--- config.mk ---
export PLATFORM = sky130hd
export DESIGN_NAME = spirv_compute_entry_finder
export DESIGN_NICKNAME = d
export VERILOG_FILES = /design/src/rtl/sce_pkg.sv /design/src/rtl/spirv_compute_entry_finder.sv /design/src/rtl/sce_scan.sv
export SDC_FILE = /design/constraint.sdc
export NUM_CORES = 1
export LEC_CHECK = 0
export BUFFER_PORTS_ARGS = -buffer_cell sky130_fd_sc_hd__buf_2
export CAP_MARGIN = 20
export CORE_UTILIZATION = 50
export DETAILED_ROUTE_END_ITERATION = 8
export PLACE_DENSITY_LB_ADDON = 0.25
export SYNTH_ARGS = -nofsm -noshare
export SYNTH_HDL_FRONTEND = slang
export SYNTH_SLANG_ARGS = --single-unit
--- constraint.sdc ---
create_clock -name clk_i -period 19.5 [get_ports clk_i]
set_input_delay 2.925 -clock clk_i [delete_from_list [all_inputs] [get_ports clk_i]]
set_output_delay 2.925 -clock clk_i [all_outputs]
set_load 0.05 [all_outputs]
--- src/rtl/sce_pkg.sv ---
package sce_pkg;

  // Largest module the scanner walks; words beyond it count as overrun.
  localparam int unsigned MAX_MODULE_WORDS = 65536;
  localparam int unsigned IDX_W = $clog2(MAX_MODULE_WORDS + 1);
  localparam int unsigned LEN_W = 16;
  localparam int unsigned OFFSET_W = 16;
  localparam int unsigned SUM_W = ((IDX_W > LEN_W) ? IDX_W : LEN_W) + 1;

  localparam logic [31:0] SPV_MAGIC = 32'h0723_0203;
  localparam int unsigned HEADER_WORDS = 5;
  localparam logic [15:0] OP_ENTRY_POINT = 16'd15;
  localparam logic [31:0] MODEL_GLCOMPUTE = 32'd5;
  localparam int unsigned MIN_ENTRY_WORDS = 4;
  localparam int unsigned NAME_FIRST_WORD = 3;

  typedef enum logic [2:0] {
    ST_FOUND        = 3'd0,
    ST_BAD_HEADER   = 3'd1,
    ST_ZERO_SIZE    = 3'd2,
    ST_OVERRUN      = 3'd3,
    ST_UNTERMINATED = 3'd4,
    ST_NONE         = 3'd5
  } scan_status_e;

  // Outcome of a module, valid on its final word.
  typedef struct packed {
    scan_status_e          status;
    logic [OFFSET_W-1:0]   offset;
  } sce_result_t;

  // One accepted word as seen by the scanner.
  typedef struct packed {
    logic        accept;
    logic        final_word;
    logic [31:0] data;
  } sce_word_t;

  function automatic logic has_zero_byte(input logic [31:0] w);
    return (w[7:0] == 8'h00) || (w[15:8] == 8'h00) ||
           (w[23:16] == 8'h00) || (w[31:24] == 8'h00);
  endfunction

endpackage

--- src/rtl/spirv_compute_entry_finder.sv ---
// Compute entry point scanner for a SPIR-V module.
//
// Input channel: one 32-bit module word per handshake (in_valid_i / in_stall_o),
// with final_word_i high on the module's last word. A word is taken at a clock
// edge where in_valid_i is high and in_stall_o is low.
// Output channel: one result per module (out_valid_o / out_stall_i), carrying
// scan_status_o and name_word_offset_o, produced only for the final word.
//
// Throughput: one word per cycle while in_stall_o is low. Each word passes
// through a single stage of compare and counter logic that updates the scan
// state directly. Result: out_valid_o rises in the cycle after the final word
// is taken, from a single result register.
//
// Stall: while a result is held and out_stall_i is high, in_stall_o rises and no
// word is taken; in every other cycle a word may enter, even while the result
// register is being drained in that same cycle.
//
// Reset (rst_ni low, asynchronous) empties the result register and puts the
// scanner at word 0 of a fresh module. After each final word the scanner
// returns to that same state, ready for the next module.
module spirv_compute_entry_finder (
  input  logic        clk_i,
  input  logic        rst_ni,
  input  logic        in_valid_i,
  output logic        in_stall_o,
  input  logic [31:0] module_word_i,
  input  logic        final_word_i,
  output logic        out_valid_o,
  input  logic        out_stall_i,
  output logic [2:0]  scan_status_o,
  output logic [15:0] name_word_offset_o
);
  import sce_pkg::*;

  sce_word_t   word;
  sce_result_t result;
  logic        accept;

  logic                out_valid_q;
  scan_status_e        status_q;
  logic [OFFSET_W-1:0] offset_q;

  // Hold input only while a result waits and the receiver stalls
  assign in_stall_o = out_valid_q & out_stall_i;
  assign accept     = in_valid_i & ~in_stall_o;

  assign word.accept     = accept;
  assign word.final_word = final_word_i;
  assign word.data       = module_word_i;

  sce_scan u_scan (
    .clk_i    (clk_i),
    .rst_ni   (rst_ni),
    .word_i   (word),
    .result_o (result)
  );

  always_ff @(posedge clk_i or negedge rst_ni) begin
    if (!rst_ni) begin
      out_valid_q <= 1'b0;
    end else if (accept && final_word_i) begin
      out_valid_q <= 1'b1;
    end else if (!out_stall_i) begin
      out_valid_q <= 1'b0;
    end
  end

  // Capture the outcome on the final word; hold it otherwise
  always_ff @(posedge clk_i) begin
    if (accept && final_word_i) begin
      status_q <= result.status;
      offset_q <= result.offset;
    end
  end

  assign out_valid_o        = out_valid_q;
  assign scan_status_o      = status_q;
  assign name_word_offset_o = offset_q;

endmodule

--- src/rtl/sce_scan.sv ---
module sce_scan (
  input  logic                 clk_i,
  input  logic                 rst_ni,
  input  sce_pkg::sce_word_t   word_i,
  output sce_pkg::sce_result_t result_o
);
  import sce_pkg::*;

  logic [IDX_W-1:0]    idx_q, idx_d;
  logic [IDX_W-1:0]    start_q, start_d;
  logic [LEN_W-1:0]    len_q, len_d;
  logic                cand_q, cand_d;
  logic                term_q, term_d;
  logic                dec_q, dec_d;
  scan_status_e        lstat_q, lstat_d;
  logic [OFFSET_W-1:0] loff_q, loff_d;

  logic [IDX_W-1:0]    rel;
  logic [LEN_W-1:0]    op_code;
  logic [LEN_W-1:0]    op_size;
  logic [SUM_W-1:0]    end_sum;
  logic [SUM_W-1:0]    next_idx;
  logic [IDX_W:0]      idx_plus1;
  logic [IDX_W:0]      start_ext;
  logic [OFFSET_W-1:0] name_off;
  scan_status_e        fin_status;

  assign rel       = idx_q - start_q;
  assign op_code   = word_i.data[15:0];
  assign op_size   = word_i.data[31:16];
  assign next_idx  = SUM_W'(idx_q) + SUM_W'(1);
  assign name_off  = OFFSET_W'(SUM_W'(start_q) + SUM_W'(NAME_FIRST_WORD));

  always_comb begin
    idx_d   = idx_q;
    start_d = start_q;
    len_d   = len_q;
    cand_d  = cand_q;
    term_d  = term_q;
    dec_d   = dec_q;
    lstat_d = lstat_q;
    loff_d  = loff_q;
    end_sum = '0;

    if (!dec_q) begin
      if (idx_q >= IDX_W'(MAX_MODULE_WORDS)) begin
        dec_d   = 1'b1;
        lstat_d = ST_OVERRUN;
        loff_d  = '0;
      end else if (idx_q == '0) begin
        if (word_i.data != SPV_MAGIC) begin
          dec_d   = 1'b1;
          lstat_d = ST_BAD_HEADER;
          loff_d  = '0;
        end
      end else if (idx_q >= IDX_W'(HEADER_WORDS)) begin
        if (idx_q == start_q) begin
          // Opcode word: open a new instruction
          if (op_size == '0) begin
            dec_d   = 1'b1;
            lstat_d = ST_ZERO_SIZE;
            loff_d  = '0;
          end else begin
            len_d  = op_size;
            cand_d = (op_code == OP_ENTRY_POINT) && (op_size >= LEN_W'(MIN_ENTRY_WORDS));
            term_d = 1'b0;
          end
        end else if (cand_q) begin
          if (rel == IDX_W'(1)) begin
            if (word_i.data != MODEL_GLCOMPUTE) cand_d = 1'b0;
          end else if (rel >= IDX_W'(NAME_FIRST_WORD) && has_zero_byte(word_i.data)) begin
            term_d = 1'b1;
          end
        end

        end_sum = SUM_W'(start_q) + SUM_W'(len_d);
        if (!dec_d && end_sum == next_idx) begin
          // Last word of the instruction: decide on a candidate, advance
          if (cand_d) begin
            dec_d   = 1'b1;
            lstat_d = term_d ? ST_FOUND : ST_UNTERMINATED;
            loff_d  = term_d ? name_off : '0;
          end
          start_d = IDX_W'(end_sum);
          cand_d  = 1'b0;
          term_d  = 1'b0;
        end
      end
    end

    if (idx_q < IDX_W'(MAX_MODULE_WORDS)) idx_d = IDX_W'(next_idx);
  end

  assign idx_plus1 = (IDX_W + 1)'(idx_q) + (IDX_W + 1)'(1);
  assign start_ext = (IDX_W + 1)'(start_d);

  always_comb begin
    if (dec_d) begin
      fin_status = lstat_d;
    end else if (idx_plus1 < (IDX_W + 1)'(HEADER_WORDS)) begin
      fin_status = ST_BAD_HEADER;
    end else if (start_ext == idx_plus1) begin
      fin_status = ST_NONE;
    end else begin
      fin_status = ST_OVERRUN;
    end
  end

  assign result_o.status = fin_status;
  assign result_o.offset = (fin_status == ST_FOUND) ? loff_d : '0;

  // Advance on each accepted word; return to the idle state after the final one
  always_ff @(posedge clk_i or negedge rst_ni) begin
    if (!rst_ni) begin
      idx_q   <= '0;
      start_q <= IDX_W'(HEADER_WORDS);
      len_q   <= '0;
      cand_q  <= 1'b0;
      term_q  <= 1'b0;
      dec_q   <= 1'b0;
      lstat_q <= ST_NONE;
      loff_q  <= '0;
    end else if (word_i.accept) begin
      if (word_i.final_word) begin
        idx_q   <= '0;
        start_q <= IDX_W'(HEADER_WORDS);
        len_q   <= '0;
        cand_q  <= 1'b0;
        term_q  <= 1'b0;
        dec_q   <= 1'b0;
        lstat_q <= ST_NONE;
        loff_q  <= '0;
      end else begin
        idx_q   <= idx_d;
        start_q <= start_d;
        len_q   <= len_d;
        cand_q  <= cand_d;
        term_q  <= term_d;
        dec_q   <= dec_d;
        lstat_q <= lstat_d;
        loff_q  <= loff_d;
      end
    end
  end

endmodule

-- Word level (Yosys, flattened, before mapping)
Index checks and enable logic that the tools add are counted.
Widths: inputs -> output; s select.
- magnitude comparators: 6
- bitwise logic cells: 3
- add/sub/neg operators: 4
- reduce and logical (&&, ||, !) cells: 19
- equality and inequality tests: 11
- muxes and demuxes: 90
- operator list (cell ; count):
    $mux 16 ; 22
    $mux 17 ; 8
    $mux 1 ; 46
    $mux 3 ; 14
    $logic_not 8->1 ; 4
    $ne 32x27->1 const B ; 1
    $ne 32x3->1 const B ; 1
    $add 17x1->18 const B ; 1
    $add 17x16->18 ; 1
    $eq 17x18->1 ; 1
    $eq 18x18->1 ; 1
    $lt 18x3->1 const B ; 1
    $eq 17x1->1 const B ; 1
    $eq 17x17->1 ; 1
    $ge 17x17->1 const B ; 1
    $ge 17x2->1 const B ; 1
    $ge 17x3->1 const B ; 1
    $logic_not 17->1 ; 1
    $lt 17x17->1 const B ; 1
    $sub 17x17->17 ; 1
    $add 16x2->16 const B ; 1
    $eq 16x4->1 const B ; 1
    $ge 16x3->1 const B ; 1
    $logic_not 16->1 ; 1
    11 further kinds ; 20
- output and inout bits: 21
- input port bits: 37
- bits in registers: 92

-- Depth between registers and ports, before layout
Gate-level depths: netlist of the first run.
- depth after elaboration: 22
- gate-level depth with buffers: 28
- gate-level depth less buffers: 22

-- By module
From an unflattened synthesis of the first run, not the netlist that was laid out.
- cells, all modules: 916
- area, all modules: 7749.9 µm²
- by module, submodules not included (module ; times used ; area an instance (µm²) ; sequential area each (µm²) ; cells an instance):
    sce_scan ; 1 ; 7115.6 ; 1806.7 ; 891
    spirv_compute_entry_finder ; 1 ; 634.4 ; 595.6 ; 25

-- Least setup slack after synthesis of the first run
No wires, ideal clock.
- kind: input-to-reg
- start: input module_word_i[19]
- end: register offset_q[11], in the netlist name_word_offset_o[11], data pin
- stages: 22
- data arrival time: 7.911 ns
- path slack: 11.333 ns
- library setup time: 0.256 ns
- data required time: 19.244 ns
- cells stage by stage: nor4_1 > nand2b_1 > nor3_1 > or2_2 > clkbuf_1 > clkbuf_1 > mux2_2 > ha_1 > a21oi_1 > o21ai_0 > mux2_2 > nor4b_2 > xor2_1 > nand2_1 > or4_1 > and4b_1 > buf_4 > nand3b_1 > nand3_2 > o2111ai_4 > buf_6 > nor2_2
- longest elaborated chain between the ends: 21
- elaborated cells between the ends (all ways): 80
- classes of those cells: add/sub: 1; order compare: 1; eq/ne: 4; mux: 65; reduce/logical: 9
- ends and longest elaborated chain (item ; line ; RTL):
    start: declaration ; spirv_compute_entry_finder.sv:26 ; input logic [31:0] module_word_i,
    branches (longest 21 deep; another with $add 17x16->18) ; n/a ;
    end signal: assignment ; spirv_compute_entry_finder.sv:72 ; offset_q <= result.offset;
    end: declaration ; spirv_compute_entry_finder.sv:41 ; logic [OFFSET_W-1:0] offset_q;
Parallel ways; which one is timed is not known. The select of a mux whose other input is x is not followed.
A chain may end at the register's enable or synchronous reset.

-- Final worst setup path of the first run
- start: input module_word_i[27]
- end: register offset_q[4], in the netlist name_word_offset_o[4], data pin
- longest elaborated chain between the ends: 20
- elaborated cells between the ends (all ways): 79
- classes of those cells: add/sub: 1; order compare: 1; eq/ne: 4; mux: 65; reduce/logical: 8
- ends and longest elaborated chain (item ; line ; RTL):
    $logic_not 16->1 / $logic_not 8->1 (equally long branches) ; sce_scan.sv:59, sce_pkg.sv:41 ;
    $mux 16 / $logic_or 1x1->1 (equally long branches) ; sce_scan.sv:59, sce_pkg.sv:41 ;
    $mux 16 / $logic_and 1x1->1 (equally long branches) ; sce_scan.sv:57, sce_scan.sv:71 ;
    $mux 16 / $mux 1 (equally long branches) ; sce_scan.sv:56, sce_scan.sv:71 ;
    $mux 16 / $mux 1 (equally long branches) ; sce_scan.sv:50, sce_scan.sv:69 ;
    $mux 16 / $mux 1 (equally long branches) ; sce_scan.sv:46, sce_scan.sv:68 ;
    $mux 16 / $mux 1 (equally long branches) ; sce_scan.sv:45, sce_scan.sv:57 ;
    $add 17x16->18 / $mux 1 (equally long branches) ; sce_scan.sv:76, sce_scan.sv:56 ;
    (+4 left out) ; n/a ;
    $mux 17 / $mux 3 (equally long branches) ; sce_scan.sv:50, sce_scan.sv:79 ;
    $mux 17 / $mux 3 (equally long branches) ; sce_scan.sv:46, sce_scan.sv:77 ;
    $mux 17 / $mux 3 (equally long branches) ; sce_scan.sv:45, sce_scan.sv:56 ;
    $eq 17x18->1 / $mux 3 (equally long branches) ; sce_scan.sv:102, sce_scan.sv:50 ;
    $mux 3, on equally long branches ; sce_scan.sv:102, sce_scan.sv:46 ;
    $mux 3, on equally long branches ; sce_scan.sv:100, sce_scan.sv:45 ;
    $mux 3 ; sce_scan.sv:98 ; if (dec_d) begin
    $logic_not 3->1 ; sce_scan.sv:110 ; assign result_o.offset = (fin_status == ST_FOUND) ? loff_d : '0;
Several ways; a longest one is shown, not always the timed one. The select of a mux whose other input is x is not followed.

==> report_table.html, run 1 <==
<table>
<tr><th>Metric</th><th>Value</th></tr>
<tr><th colspan="2">Run status</th></tr>
<tr><td>Outcome</td><td>complete, no violations</td></tr>
<tr><th colspan="2">Global routing</th></tr>
<tr><td>Global-route wire length before repair</td><td>33.6 mm</td></tr>
<tr><td>Vias in the first global route</td><td>6271</td></tr>
<tr><td>Global-route usage over all layers</td><td>0.289</td></tr>
<tr><td>Remaining global-route overflow</td><td>0</td></tr>
<tr><td>Initial antenna violation count</td><td>0</td></tr>
<tr><td>Maximum number of pins on one net before global-route repair</td><td>74</td></tr>
<tr><th colspan="2">Logic synthesis</th></tr>
<tr><td>Number of flops mapped to enable cells by yosys</td><td>19</td></tr>
<tr><td>Largest area contributor in the synthesized netlist</td><td>sky130_fd_sc_hd__dfrtp_1</td></tr>
<tr><td>Compound-Gate Fraction of Synth Area</td><td>0.219</td></tr>
<tr><td>Cell with the most instances after synthesis</td><td>sky130_fd_sc_hd__nand2_1</td></tr>
<tr><td>Seq/Total Area, Yosys</td><td>0.324</td></tr>
<tr><td>Portion of synthesized cell area occupied by the leading cell type</td><td>0.233</td></tr>
<tr><td>XOR/XNOR share of the synthesized area</td><td>0.0923</td></tr>
<tr><td>Simple logic cell fraction of the synthesized area</td><td>0.230</td></tr>
<tr><td>Ys flop type</td><td>sky130_fd_sc_hd__dfrtp_1</td></tr>
<tr><td>Combinational family with the most area after synthesis</td><td>simple AND/OR/NAND/NOR gates</td></tr>
<tr><td>Most common library cells after synthesis</td><td>133 x sky130_fd_sc_hd__nand2_1, 69 x sky130_fd_sc_hd__dfrtp_1, 65 x sky130_fd_sc_hd__o21ai_0</td></tr>
<tr><td>Mean post-synth cell area</td><td>8.59 um^2</td></tr>
<tr><td>Synth cell types</td><td>82</td></tr>
<tr><td>Post-synthesis sequential element count</td><td>92</td></tr>
<tr><td>Yosys warns</td><td>0</td></tr>
<tr><td>Share of flip-flops with an asynchronous set or reset after synthesis</td><td>0.793</td></tr>
<tr><td>Adder-cell area share of the yosys netlist</td><td>0.0696</td></tr>
<tr><td>Top area cells in the synthesized netlist</td><td>sky130_fd_sc_hd__dfrtp_1 23%, sky130_fd_sc_hd__edfxtp_1 7.7%, sky130_fd_sc_hd__nand2_1 6.7%</td></tr>
<tr><td>Netlist area before placement</td><td>7400 um^2</td></tr>
<tr><td>Synthesized instance count</td><td>862</td></tr>
<tr><td>Multiplexer share of the synthesized area</td><td>0.0240</td></tr>
<tr><td>Number of nets produced by synthesis</td><td>939</td></tr>
<tr><th colspan="2">Critical path</th></tr>
<tr><td>Worst R2R End</td><td>name_word_offset_o[4]</td></tr>
<tr><td>Worst path max stage delay</td><td>0.56 ns</td></tr>
<tr><td>Critical path startpoint</td><td>module_word_i[27]</td></tr>
<tr><td>Logic depth of the worst register-to-register path</td><td>22</td></tr>
<tr><td>Reg2reg start</td><td>u_scan.start_q[10]</td></tr>
<tr><td>Data required time at the worst endpoint</td><td>19.69 ns</td></tr>
<tr><td>Data arrival at the endpoint of the critical path</td><td>9.01 ns</td></tr>
<tr><td>Critical path type</td><td>in2reg</td></tr>
<tr><td>Worst setup slack for register-to-register paths</td><td>12.03 ns</td></tr>
<tr><td>Critical path peak fanout</td><td>18</td></tr>
<tr><td>Critical Path End Type</td><td>flip-flop</td></tr>
<tr><td>Cell with the largest stage delay on the worst path</td><td>sky130_fd_sc_hd__or4_1</td></tr>
<tr><td>Cell Chain, Critical Path</td><td>buf_2, nor3_1, nand3_1, nor3_1, or2_2, mux2_2, ha_1, a21oi_1, o21ai_0, mux2_2, nor4b_2, xor2_1, nand2_1, or4_1, and4b_1, nor2_1, inv_1, o2111ai_4, a21oi_1</td></tr>
<tr><td>CP Launch Type</td><td>input pin</td></tr>
<tr><th colspan="2">Routing</th></tr>
<tr><td>Routed vias/inst</td><td>6.27</td></tr>
<tr><td>DRT Wirelength</td><td>21.2 mm</td></tr>
<tr><td>Post-route DRC</td><td>0</td></tr>
<tr><td>WL/cell</td><td>19.5 um</td></tr>
<tr><td>Vias after detailed routing</td><td>6839</td></tr>
<tr><td>Count of antenna-violating nets left after detailed routing</td><td>0</td></tr>
<tr><td>Number of DRC markers in iteration 0</td><td>657</td></tr>
<tr><td>Number of search-and-repair iterations in the first detailed-routing pass</td><td>7</td></tr>
<tr><th colspan="2">Clock tree</th></tr>
<tr><td>Clock input transition at the sequential cells of the worst setup and hold paths</td><td>0.07 ns</td></tr>
<tr><td>Clock root buffer master</td><td>sky130_fd_sc_hd__clkbuf_16</td></tr>
<tr><td>Number of buffers added by the clock tree synthesis step</td><td>9</td></tr>
<tr><td>Number of cells upsized or downsized after cts</td><td>0</td></tr>
<tr><td>Number of H-tree levels</td><td>3</td></tr>
<tr><td>Setup bufs post-CTS</td><td>0</td></tr>
<tr><td>CTS Hold Bufs</td><td>0</td></tr>
<tr><td>Clock insertion delay at the later pin of the skew report</td><td>0.35 ns</td></tr>
<tr><td>TritonCTS clock tree</td><td>done</td></tr>
<tr><td>Clock tree buffer depth</td><td>2</td></tr>
<tr><td>Number of clock sinks</td><td>92</td></tr>
<tr><th colspan="2">Timing</th></tr>
<tr><td>Crit path setup slack, layout</td><td>10.67 ns</td></tr>
<tr><td>Number of slew-limit violations in the final report</td><td>0</td></tr>
<tr><td>Worst clock skew on the final layout</td><td>0.00760 ns</td></tr>
<tr><td>Worst hold margin</td><td>0.480 ns</td></tr>
<tr><td>Count of final setup violators</td><td>0</td></tr>
<tr><td>Minimum period implied by the final worst setup slack</td><td>8.83 ns</td></tr>
<tr><td>FMAX</td><td>113 MHz</td></tr>
<tr><td>Setup repair after global routing missed its margin</td><td>no</td></tr>
<tr><td>Hold violation total from the final report</td><td>0</td></tr>
<tr><td>Worst slew margin</td><td>0.348</td></tr>
<tr><td>Final total negative setup slack</td><td>0 ns</td></tr>
<tr><td>Share of the cycle needed by the critical path after routing</td><td>0.453</td></tr>
<tr><td>Slew @ Worst Pin</td><td>0.978 ns</td></tr>
<tr><th colspan="2">Die</th></tr>
<tr><td>Die X</td><td>124 um</td></tr>
<tr><td>Site Rows</td><td>44</td></tr>
<tr><td>Die Height</td><td>124 um</td></tr>
<tr><td>Core region area</td><td>14500 um^2</td></tr>
<tr><td>Die area</td><td>15300 um^2</td></tr>
<tr><td>Starting density of the core</td><td>0.511</td></tr>
<tr><td>Number of top-level pins</td><td>58</td></tr>
<tr><th colspan="2">Placement</th></tr>
<tr><td>Final RePlAce weighted congestion</td><td>0.948</td></tr>
<tr><td>Dpl ws</td><td>10.50 ns</td></tr>
<tr><td>Placed wire-length estimate</td><td>16.1 mm</td></tr>
<tr><td>Count of input and output buffers</td><td>57</td></tr>
<tr><th colspan="2">Power</th></tr>
<tr><td>Power Density</td><td>60.4 nW/um^2</td></tr>
<tr><td>Leak</td><td>3.58 nW</td></tr>
<tr><td>Highest ir drop seen on vdd</td><td>38.3 uV</td></tr>
<tr><th colspan="2">Worst hold path</th></tr>
<tr><td>Start point of the worst min-delay path</td><td>u_scan.loff_q[15]</td></tr>
<tr><td>Worst-case hold path end point</td><td>u_scan.loff_q[15]</td></tr>
<tr><td>Hold Path Depth</td><td>2</td></tr>
<tr><td>Tightest Hold Check Type</td><td>reg2reg</td></tr>
<tr><th colspan="2">Final layout</th></tr>
<tr><td>Relative area change from synthesis to final layout</td><td>9.56%</td></tr>
<tr><td>Net count reported at finish</td><td>978</td></tr>
<tr><td>Antenna cell count</td><td>0</td></tr>
<tr><td>Share of layout cells above drive strength 1</td><td>0.135</td></tr>
<tr><th colspan="2">Run</th></tr>
<tr><td>Maximum capacitance violations</td><td>0</td></tr>
</table>
## registers in the layout, indices dropped and copies added (netlist names)
register	cells
u_scan.dec_q	1
u_scan.loff_q	16
name_word_offset_o	16
out_valid_o	1
u_scan.start_q	17
u_scan.idx_q	17
u_scan.cand_q	1
u_scan.term_q	1
u_scan.len_q	16
u_scan.lstat_q	3
scan_status_o	3
## cells by family after synthesis
group | after synthesis
adders and majority gates | 40
and+or+nand+nor | 341
xor gates and xnor gates | 70
buffers and inverters | 68
AOI/OAI and AO/OA | 235
muxes | 16
DFF | 92
## cell usage in the layout (no fill, tap or decap), types with 5 or more instances in the layout
master                      synthesis  final
sky130_fd_sc_hd__nor3_1            13     13
sky130_fd_sc_hd__a21o_1            17     17
sky130_fd_sc_hd__a31oi_1            7      7
sky130_fd_sc_hd__nor3b_1            5      5
sky130_fd_sc_hd__nand3_1           33     33
sky130_fd_sc_hd__and2_1             9      9
sky130_fd_sc_hd__clkbuf_16          0      9
sky130_fd_sc_hd__mux2_2            14     14
sky130_fd_sc_hd__dfrtp_1           69     69
sky130_fd_sc_hd__nand2_1          133    133
sky130_fd_sc_hd__ha_1              38     38
sky130_fd_sc_hd__o21ai_0           65     65
sky130_fd_sc_hd__o21bai_1           5      5
sky130_fd_sc_hd__nand4_1           24     24
sky130_fd_sc_hd__a22o_1            12     12
sky130_fd_sc_hd__edfxtp_1          19     19
sky130_fd_sc_hd__o31ai_1            6      6
sky130_fd_sc_hd__xor2_1            21     21
sky130_fd_sc_hd__buf_2              8     56
sky130_fd_sc_hd__nand2b_1          10     10
sky130_fd_sc_hd__a21oi_1           46     46
sky130_fd_sc_hd__nor2_1            48     48
sky130_fd_sc_hd__a22oi_1            9      9
sky130_fd_sc_hd__a32o_1            19     19
sky130_fd_sc_hd__nor2_2             7      7
sky130_fd_sc_hd__nor2b_1            5      5
sky130_fd_sc_hd__nor4_1            12     12
sky130_fd_sc_hd__or3_1              5      5
sky130_fd_sc_hd__xnor2_1           44     44
sky130_fd_sc_hd__or4_1              5      5
sky130_fd_sc_hd__inv_1             35     35
sky130_fd_sc_hd__and3_1            10     10
sky130_fd_sc_hd__buf_4              2      5
## power breakdown
part | switching [mW] | internal (mW)
Sequential | 0.00598 | 0.202
Clock | 0.0811 | 0.114
Combinational | 0.0592 | 0.0279
## worst max-delay path: cells and delay by family
kind | cells | cell delay, ns
xor gates and xnor gates | 1 | 0.31
AOI/OAI and AO/OA | 4 | 1.04
buffers and inverters | 2 | 0.25
muxes | 2 | 0.80
and+or+nand+nor | 9 | 3.29
adders and majority gates | 1 | 0.40
## metal layers
layer | global-route usage | up-vias | share of wire
li1 | - | 3250 | -
met2 | 0.437 | 316 | 0.45
met3 | 0.0586 | 56 | 0.082
met1 | 0.397 | 3217 | 0.42
met5 | 0 | - | 0
met4 | 0.127 | 0 | 0.040
## layout make-up
type,instances,area [um^2]
multi-input combinational,702,4710
tap,184,230
clock inverter,6,96.3
sequential,92,2400
clock buffer,10,229
timing repair buffer,61,318
fill,1338,6370
inverter,35,131
## worst max-delay path by stage
stage / to / slack [ns] / cells after the start
floorplan: name_word_offset_o[11] / 11.33 / 22
detailed placement: name_word_offset_o[4] / 10.50 / 19
finish: name_word_offset_o[4] / 10.67 / 19
global route: name_word_offset_o[0] / 10.39 / 19
global placement: scan_status_o[1] / 10.52 / 18
CTS: name_word_offset_o[4] / 10.85 / 19
## stage by stage
stage	cell area, um^2	cells	power, mW	util
final	8110	1090	0.490	0.560
after global routing	8110	1090	0.510	0.560
after CTS	8110	1090	0.490	0.560
after detailed placement	7790	1074	0.297	0.538
after global placement	7790	1074	0.297	0.538
after floorplan	7400	862	0.273	-
Note: power is estimated with default switching activity, not from simulation.
==> run 2: changes to the inputs <==
- clock period: 19.5 -> 8.32 ns (I/O delays scaled with it)
==> report_table.html, run 2 (synthesis results as in run 1) <==
<table>
<tr><th>Metric</th><th>Value</th></tr>
<tr><th colspan="2">Final layout</th></tr>
<tr><td>Largest registers ranked by flip-flop count</td><td>u_scan.idx_q x17, u_scan.start_q x17</td></tr>
<tr><td>Net count reported at finish</td><td>981</td></tr>
<tr><td>Commonest cells after routing, fill and taps aside</td><td>133 x sky130_fd_sc_hd__nand2_1, 69 x sky130_fd_sc_hd__dfrtp_1, 65 x sky130_fd_sc_hd__o21ai_0</td></tr>
<tr><td>Antenna cell count</td><td>0</td></tr>
<tr><td>Share of layout cells above drive strength 1</td><td>0.139</td></tr>
<tr><td>Relative area change from synthesis to final layout</td><td>9.43%</td></tr>
<tr><td>Total of fill cells in the finished design</td><td>1328</td></tr>
<tr><td>Leading cell type in the layout, fill and taps excluded</td><td>sky130_fd_sc_hd__nand2_1</td></tr>
<tr><td>Fraction of the core area covered by cells at the end of the flow</td><td>0.560</td></tr>
<tr><th colspan="2">Routing</th></tr>
<tr><td>Post-route DRC</td><td>1</td></tr>
<tr><td>DRT Wirelength</td><td>21.3 mm</td></tr>
<tr><td>Number of search-and-repair iterations in the first detailed-routing pass</td><td>8</td></tr>
<tr><td>Number of DRC markers in iteration 0</td><td>706</td></tr>
<tr><td>WL/cell</td><td>19.4 um</td></tr>
<tr><td>Count of antenna-violating nets left after detailed routing</td><td>0</td></tr>
<tr><td>Routed vias/inst</td><td>6.29</td></tr>
<tr><td>Vias after detailed routing</td><td>6879</td></tr>
<tr><th colspan="2">Critical path</th></tr>
<tr><td>Termination of the worst setup path</td><td>name_word_offset_o[0]</td></tr>
<tr><td>Data required time at the worst endpoint</td><td>8.51 ns</td></tr>
<tr><td>Cell Chain, Critical Path</td><td>inv_1, ha_1, and3_1, nand4_1, or4_1, or2_2, nand2_1, nand2_1, ha_1, fa_1, a211o_1, a21bo_1, a2111oi_0, nor4b_2, xor2_1, nand2_1, or4_1, and4b_1, nor2_1, inv_1, o2111ai_4, a21oi_1</td></tr>
<tr><td>Critical path type</td><td>reg2reg</td></tr>
<tr><td>Worst path max stage delay</td><td>0.67 ns</td></tr>
<tr><td>Reg2reg start</td><td>u_scan.start_q[2]</td></tr>
<tr><td>Worst setup slack for register-to-register paths</td><td>0.96 ns</td></tr>
<tr><td>Data arrival at the endpoint of the critical path</td><td>7.55 ns</td></tr>
<tr><td>CP Launch Type</td><td>flip-flop</td></tr>
<tr><td>Critical path peak fanout</td><td>18</td></tr>
<tr><td>Critical Path End Type</td><td>flip-flop</td></tr>
<tr><td>Most common cell type on the critical path</td><td>sky130_fd_sc_hd__nand2_1</td></tr>
<tr><td>Cell with the largest stage delay on the worst path</td><td>sky130_fd_sc_hd__or4_1</td></tr>
<tr><td>Logic depth of the worst register-to-register path</td><td>22</td></tr>
<tr><td>Worst R2R End</td><td>name_word_offset_o[0]</td></tr>
<tr><td>Critical path startpoint</td><td>u_scan.start_q[2]</td></tr>
<tr><th colspan="2">Run</th></tr>
<tr><td>Maximum capacitance violations</td><td>0</td></tr>
<tr><th colspan="2">Clock tree</th></tr>
<tr><td>TritonCTS clock tree</td><td>done</td></tr>
<tr><td>Clock tree buffer depth</td><td>2</td></tr>
<tr><td>Clock input transition at the sequential cells of the worst setup and hold paths</td><td>0.07 ns</td></tr>
<tr><td>Clock insertion delay at the later pin of the skew report</td><td>0.36 ns</td></tr>
<tr><td>Number of cells upsized or downsized after cts</td><td>0</td></tr>
<tr><td>Number of H-tree levels</td><td>3</td></tr>
<tr><td>CTS Hold Bufs</td><td>0</td></tr>
<tr><td>Setup bufs post-CTS</td><td>0</td></tr>
<tr><td>Clock root buffer master</td><td>sky130_fd_sc_hd__clkbuf_16</td></tr>
<tr><td>Number of clock sinks</td><td>92</td></tr>
<tr><td>Number of buffers added by the clock tree synthesis step</td><td>9</td></tr>
<tr><th colspan="2">Global routing</th></tr>
<tr><td>Global-route usage over all layers</td><td>0.290</td></tr>
<tr><td>Initial antenna violation count</td><td>0</td></tr>
<tr><td>Vias in the first global route</td><td>6226</td></tr>
<tr><td>Remaining global-route overflow</td><td>0</td></tr>
<tr><td>Met1 track utilization from global routing</td><td>0.402</td></tr>
<tr><td>Grt met3 use</td><td>0.0618</td></tr>
<tr><td>GR Util met2</td><td>0.436</td></tr>
<tr><td>Global-route wire length before repair</td><td>33.5 mm</td></tr>
<tr><td>Most heavily used metal layer in global routing</td><td>met2</td></tr>
<tr><td>Maximum number of pins on one net before global-route repair</td><td>74</td></tr>
<tr><th colspan="2">Timing</th></tr>
<tr><td>Minimum period implied by the final worst setup slack</td><td>7.36 ns</td></tr>
<tr><td>Hold violation total from the final report</td><td>0</td></tr>
<tr><td>Worst slew margin</td><td>0.353</td></tr>
<tr><td>FMAX</td><td>136 MHz</td></tr>
<tr><td>Worst clock skew on the final layout</td><td>0.00720 ns</td></tr>
<tr><td>Slew @ Worst Pin</td><td>0.970 ns</td></tr>
<tr><td>Share of the cycle needed by the critical path after routing</td><td>0.884</td></tr>
<tr><td>Final total negative setup slack</td><td>0 ns</td></tr>
<tr><td>Count of final setup violators</td><td>0</td></tr>
<tr><td>Worst hold margin</td><td>0.480 ns</td></tr>
<tr><td>Setup repair after global routing missed its margin</td><td>no</td></tr>
<tr><td>Number of slew-limit violations in the final report</td><td>0</td></tr>
<tr><th colspan="2">Power</th></tr>
<tr><td>Combinational power share</td><td>0.185</td></tr>
<tr><td>Flop pwr share</td><td>0.443</td></tr>
<tr><td>Leak</td><td>3.59 nW</td></tr>
<tr><td>Switching share of power</td><td>0.320</td></tr>
<tr><td>Power Density</td><td>136 nW/um^2</td></tr>
<tr><td>Share of total power in the clock network</td><td>0.372</td></tr>
<tr><td>Highest ir drop seen on vdd</td><td>95.9 uV</td></tr>
<tr><td>Internal power summed over all cells</td><td>748 uW</td></tr>
<tr><td>Sum of internal, switching and leakage power</td><td>1.10 mW</td></tr>
<tr><td>Psw</td><td>353 uW</td></tr>
<tr><th colspan="2">Die</th></tr>
<tr><td>Die Height</td><td>124 um</td></tr>
<tr><td>Starting density of the core</td><td>0.511</td></tr>
<tr><td>Site Rows</td><td>44</td></tr>
<tr><td>Die area</td><td>15300 um^2</td></tr>
<tr><td>Core region area</td><td>14500 um^2</td></tr>
<tr><td>Die X</td><td>124 um</td></tr>
<tr><td>Number of top-level pins</td><td>58</td></tr>
<tr><th colspan="2">Worst hold path</th></tr>
<tr><td>Tightest Hold Check Type</td><td>reg2reg</td></tr>
<tr><th colspan="2">Placement</th></tr>
<tr><td>Final RePlAce weighted congestion</td><td>0.945</td></tr>
<tr><td>Count of input and output buffers</td><td>57</td></tr>
<tr><td>Placed wire-length estimate</td><td>16.1 mm</td></tr>
<tr><th colspan="2">Run status</th></tr>
<tr><td>Outcome</td><td>finished, violations left</td></tr>
<tr><td>Violated checks</td><td>DRC</td></tr>
</table>
run 2: metal layers:
metal | up-vias | wire (um)
met5 | - | 0
met4 | 0 | 652
met3 | 47 | 1780
met2 | 296 | 9680
met1 | 3278 | 9140
li1 | 3258 | -
run 2: how the worst min path moves through the flow:
stage                      start           endpoint  slack, ns  cells after the start
6_report       u_scan.loff_q[15]  u_scan.loff_q[15]       0.48                      2
5_1_grt          u_scan.len_q[3]    u_scan.len_q[3]       0.50                      1
4_1_cts        u_scan.loff_q[15]  u_scan.loff_q[15]       0.48                      2
3_5_place_dp   u_scan.loff_q[15]  u_scan.loff_q[15]       0.47                      2
3_3_place_gp    u_scan.loff_q[8]   u_scan.loff_q[8]       0.46                      2
2_1_floorplan  u_scan.loff_q[15]  u_scan.loff_q[15]       0.44                      2
run 2: power by group through the flow:
stage / logic [mW] / registers [mW] / clock network [mW]
after floorplan: 0.133 / 0.506 / 0
after global placement: 0.200 / 0.496 / 0
after detailed placement: 0.201 / 0.496 / 0
after CTS: 0.202 / 0.487 / 0.418
after global routing: 0.224 / 0.490 / 0.437
final: 0.203 / 0.488 / 0.410
run 2: worst max-delay path: cells and delay by family, from the launching register on:
family                     cells  cell delay, ns
xor gates and xnor gates       1            0.30
DFF                            1            0.63
buffers and inverters          2            0.31
adders and majority gates      3            1.03
and+or+nand+nor               11            3.18
AOI/OAI and AO/OA              5            1.73
run 2: final cells by class:
| cell class | instances | area (um^2) | area share |
|---|---|---|---|
| multi-input cells | 702 | 4710 | 0.581 |
| well taps | 184 | 230 | 0.0284 |
| clock inverters | 7 | 67.6 | 0.00834 |
| flip-flops and latches | 92 | 2400 | 0.296 |
| inverters | 35 | 131 | 0.0162 |
| clock buffers | 9 | 225 | 0.0278 |
| repair buffers | 64 | 340 | 0.0420 |
run 2: per-stage QoR:
step	setup slack, ns	instance area [um^2]	instances
after floorplan	1.83	7400	862
after global placement	1.03	7810	1077
after detailed placement	0.947	7810	1077
after CTS	1.12	8100	1093
after global routing	0.697	8100	1093
final	0.962	8100	1093
==> run 3: changes to the inputs <==
- BUFFER_PORTS_ARGS: -buffer_cell sky130_fd_sc_hd__buf_2 -> -buffer_cell sky130_fd_sc_hd__clkbuf_2
- clock period: 8.32 -> 6.12 ns (I/O delays scaled with it)
==> report_table.html, run 3 (synthesis results as in run 1) <==
<table>
<tr><th>Metric</th><th>Value</th></tr>
<tr><th colspan="2">Run status</th></tr>
<tr><td>Outcome</td><td>complete, no violations</td></tr>
<tr><th colspan="2">Global routing</th></tr>
<tr><td>Vias in the first global route</td><td>6966</td></tr>
<tr><td>Global-route wire length before repair</td><td>36.7 mm</td></tr>
<tr><td>Global-route usage over all layers</td><td>0.319</td></tr>
<tr><td>Remaining global-route overflow</td><td>0</td></tr>
<tr><td>Maximum number of pins on one net before global-route repair</td><td>74</td></tr>
<tr><td>Initial antenna violation count</td><td>0</td></tr>
<tr><th colspan="2">Final layout</th></tr>
<tr><td>Largest registers ranked by flip-flop count</td><td>u_scan.idx_q x17, u_scan.start_q x17</td></tr>
<tr><td>Leading cell type in the layout, fill and taps excluded</td><td>sky130_fd_sc_hd__buf_4</td></tr>
<tr><td>Share of layout cells above drive strength 1</td><td>0.288</td></tr>
<tr><td>Final non-filler cell total</td><td>1226</td></tr>
<tr><td>Relative area change from synthesis to final layout</td><td>27.5%</td></tr>
<tr><td>Net count reported at finish</td><td>1114</td></tr>
<tr><td>Commonest cells after routing, fill and taps aside</td><td>133 x sky130_fd_sc_hd__buf_4, 130 x sky130_fd_sc_hd__nand2_1, 69 x sky130_fd_sc_hd__dfrtp_1</td></tr>
<tr><td>Antenna cell count</td><td>0</td></tr>
<tr><td>Area of all placed cells without fillers</td><td>9440 um^2</td></tr>
<tr><th colspan="2">Timing</th></tr>
<tr><td>Slew @ Worst Pin</td><td>0.827 ns</td></tr>
<tr><td>Share of the cycle needed by the critical path after routing</td><td>0.974</td></tr>
<tr><td>Count of final setup violators</td><td>0</td></tr>
<tr><td>Worst slew margin</td><td>0.441</td></tr>
<tr><td>Minimum period implied by the final worst setup slack</td><td>5.96 ns</td></tr>
<tr><td>Final total negative setup slack</td><td>0 ns</td></tr>
<tr><td>Hold violation total from the final report</td><td>0</td></tr>
<tr><td>Worst clock skew on the final layout</td><td>0.0128 ns</td></tr>
<tr><td>Number of slew-limit violations in the final report</td><td>0</td></tr>
<tr><td>FMAX</td><td>168 MHz</td></tr>
<tr><td>Worst hold margin</td><td>0.364 ns</td></tr>
<tr><td>Crit path setup slack, layout</td><td>0.157 ns</td></tr>
<tr><th colspan="2">Die</th></tr>
<tr><td>Die X</td><td>124 um</td></tr>
<tr><td>Number of top-level pins</td><td>58</td></tr>
<tr><td>Starting density of the core</td><td>0.511</td></tr>
<tr><td>Core region area</td><td>14500 um^2</td></tr>
<tr><td>Die Height</td><td>124 um</td></tr>
<tr><td>Site Rows</td><td>44</td></tr>
<tr><td>Die area</td><td>15300 um^2</td></tr>
<tr><th colspan="2">Routing</th></tr>
<tr><td>Post-route DRC</td><td>0</td></tr>
<tr><td>Routed vias/inst</td><td>6.10</td></tr>
<tr><td>Vias after detailed routing</td><td>7484</td></tr>
<tr><td>Count of antenna-violating nets left after detailed routing</td><td>0</td></tr>
<tr><td>DRT Wirelength</td><td>24.0 mm</td></tr>
<tr><td>Number of search-and-repair iterations in the first detailed-routing pass</td><td>8</td></tr>
<tr><td>WL/cell</td><td>19.6 um</td></tr>
<tr><td>Number of DRC markers in iteration 0</td><td>737</td></tr>
<tr><th colspan="2">Clock tree</th></tr>
<tr><td>Number of clock sinks</td><td>92</td></tr>
<tr><td>Clock input transition at the sequential cells of the worst setup and hold paths</td><td>0.07 ns</td></tr>
<tr><td>Clock tree buffer depth</td><td>2</td></tr>
<tr><td>Number of buffers added by the clock tree synthesis step</td><td>9</td></tr>
<tr><td>Clock insertion delay at the later pin of the skew report</td><td>0.37 ns</td></tr>
<tr><td>Clock root buffer master</td><td>sky130_fd_sc_hd__clkbuf_16</td></tr>
<tr><td>Number of H-tree levels</td><td>3</td></tr>
<tr><td>TritonCTS clock tree</td><td>done</td></tr>
<tr><td>CTS Hold Bufs</td><td>0</td></tr>
<tr><th colspan="2">Critical path</th></tr>
<tr><td>CP Launch Type</td><td>flip-flop</td></tr>
<tr><td>Reg2reg start</td><td>u_scan.start_q[10]</td></tr>
<tr><td>Data required time at the worst endpoint</td><td>6.32 ns</td></tr>
<tr><td>Critical path peak fanout</td><td>5</td></tr>
<tr><td>Data arrival at the endpoint of the critical path</td><td>6.16 ns</td></tr>
<tr><td>Critical Path End Type</td><td>flip-flop</td></tr>
<tr><td>Critical path type</td><td>reg2reg</td></tr>
<tr><td>Critical path startpoint</td><td>u_scan.start_q[10]</td></tr>
<tr><th colspan="2">Placement</th></tr>
<tr><td>Area after DPL</td><td>8760 um^2</td></tr>
<tr><td>Cells after DPL</td><td>1197</td></tr>
<tr><td>Final RePlAce weighted congestion</td><td>0.987</td></tr>
<tr><td>Placed wire-length estimate</td><td>18.1 mm</td></tr>
<tr><td>Dpl ws</td><td>-0.255 ns</td></tr>
<tr><td>Count of input and output buffers</td><td>57</td></tr>
<tr><th colspan="2">Run</th></tr>
<tr><td>Maximum capacitance violations</td><td>0</td></tr>
<tr><th colspan="2">Power</th></tr>
<tr><td>Power Density</td><td>169 nW/um^2</td></tr>
<tr><td>Leak</td><td>4.38 nW</td></tr>
<tr><td>Highest ir drop seen on vdd</td><td>148 uV</td></tr>
<tr><th colspan="2">Worst hold path</th></tr>
<tr><td>Tightest Hold Check Type</td><td>in2async</td></tr>
</table>
==> run 3: where the power goes <==
part	leakage [nW]	internal, mW	switching, mW
Clock	0.149	0.323	0.269
Sequential	1.17	0.643	0.0129
Combinational	3.06	0.127	0.222
Total	4.38	1.09	0.503
==> run 3: area by class of cell <==
class | count | area (um^2)
fill | 1228 | 5040
clock buffer | 10 | 229
inverter | 35 | 131
timing repair buffer | 197 | 1410
tap | 184 | 230
sequential | 92 | 2400
multi-input combinational | 702 | 4970
clock inverter | 6 | 72.6
==> run 3: critical path: stages, from the launching register on <==
cell	delay [ns]
sky130_fd_sc_hd__dfrtp_1	0.35
sky130_fd_sc_hd__inv_1	0.11
sky130_fd_sc_hd__ha_4	0.28
sky130_fd_sc_hd__and3_4	0.18
sky130_fd_sc_hd__nand4_1	0.12
sky130_fd_sc_hd__or4_4	0.54
sky130_fd_sc_hd__or2_4	0.30
sky130_fd_sc_hd__nand2_1	0.10
sky130_fd_sc_hd__nand2_2	0.08
sky130_fd_sc_hd__ha_4	0.17
sky130_fd_sc_hd__fa_2	0.39
sky130_fd_sc_hd__a211o_1	0.36
sky130_fd_sc_hd__a21bo_4	0.27
sky130_fd_sc_hd__buf_4	0.15
sky130_fd_sc_hd__o2111ai_2	0.15
sky130_fd_sc_hd__nor4b_4	0.26
sky130_fd_sc_hd__xor2_1	0.25
sky130_fd_sc_hd__nand2_2	0.08
sky130_fd_sc_hd__or4_4	0.52
sky130_fd_sc_hd__buf_6	0.14
sky130_fd_sc_hd__mux2_2	0.28
sky130_fd_sc_hd__o22ai_1	0.24
sky130_fd_sc_hd__nor4_2	0.09
sky130_fd_sc_hd__buf_4	0.15
sky130_fd_sc_hd__a211oi_2	0.22
==> run 3: path summary, 6_finish.rpt <==
path                                           to  slack [ns]  depth (start not counted)
worst min register to register   u_scan.loff_q[8]        0.49                          2
worst max register to register   scan_status_o[1]        0.16                         24
worst min-delay path             u_scan.loff_q[0]        0.36                          1
worst max-delay path             scan_status_o[1]        0.16                         24
max in group asynchronous       u_scan.start_q[2]        5.17                          2
min in group clk_i               u_scan.loff_q[8]        0.49                          2
==> run 3: layer usage <==
| layer | wire length [um] | global-route usage |
|---|---|---|
| met5 | 30 | 0 |
| met4 | 1030 | 0.154 |
| met3 | 1610 | 0.0650 |
| met1 | 10200 | 0.417 |
| met2 | 11200 | 0.502 |
==> run 3: metrics by stage <==
| step | utilization | total power, mW |
|---|---|---|
| after global routing | 0.652 | 1.65 |
| after detailed placement | 0.605 | 0.987 |
| final | 0.652 | 1.60 |
| after CTS | 0.629 | 1.57 |
| after global placement | 0.605 | 0.983 |
| after floorplan | - | 0.870 |
==> run 3: what timing repair did <==
item	in CTS	in global routing
resized for setup	10	48
endpoints found under the setup margin	34	36
pin swaps	1	24
setup buffers	3	10
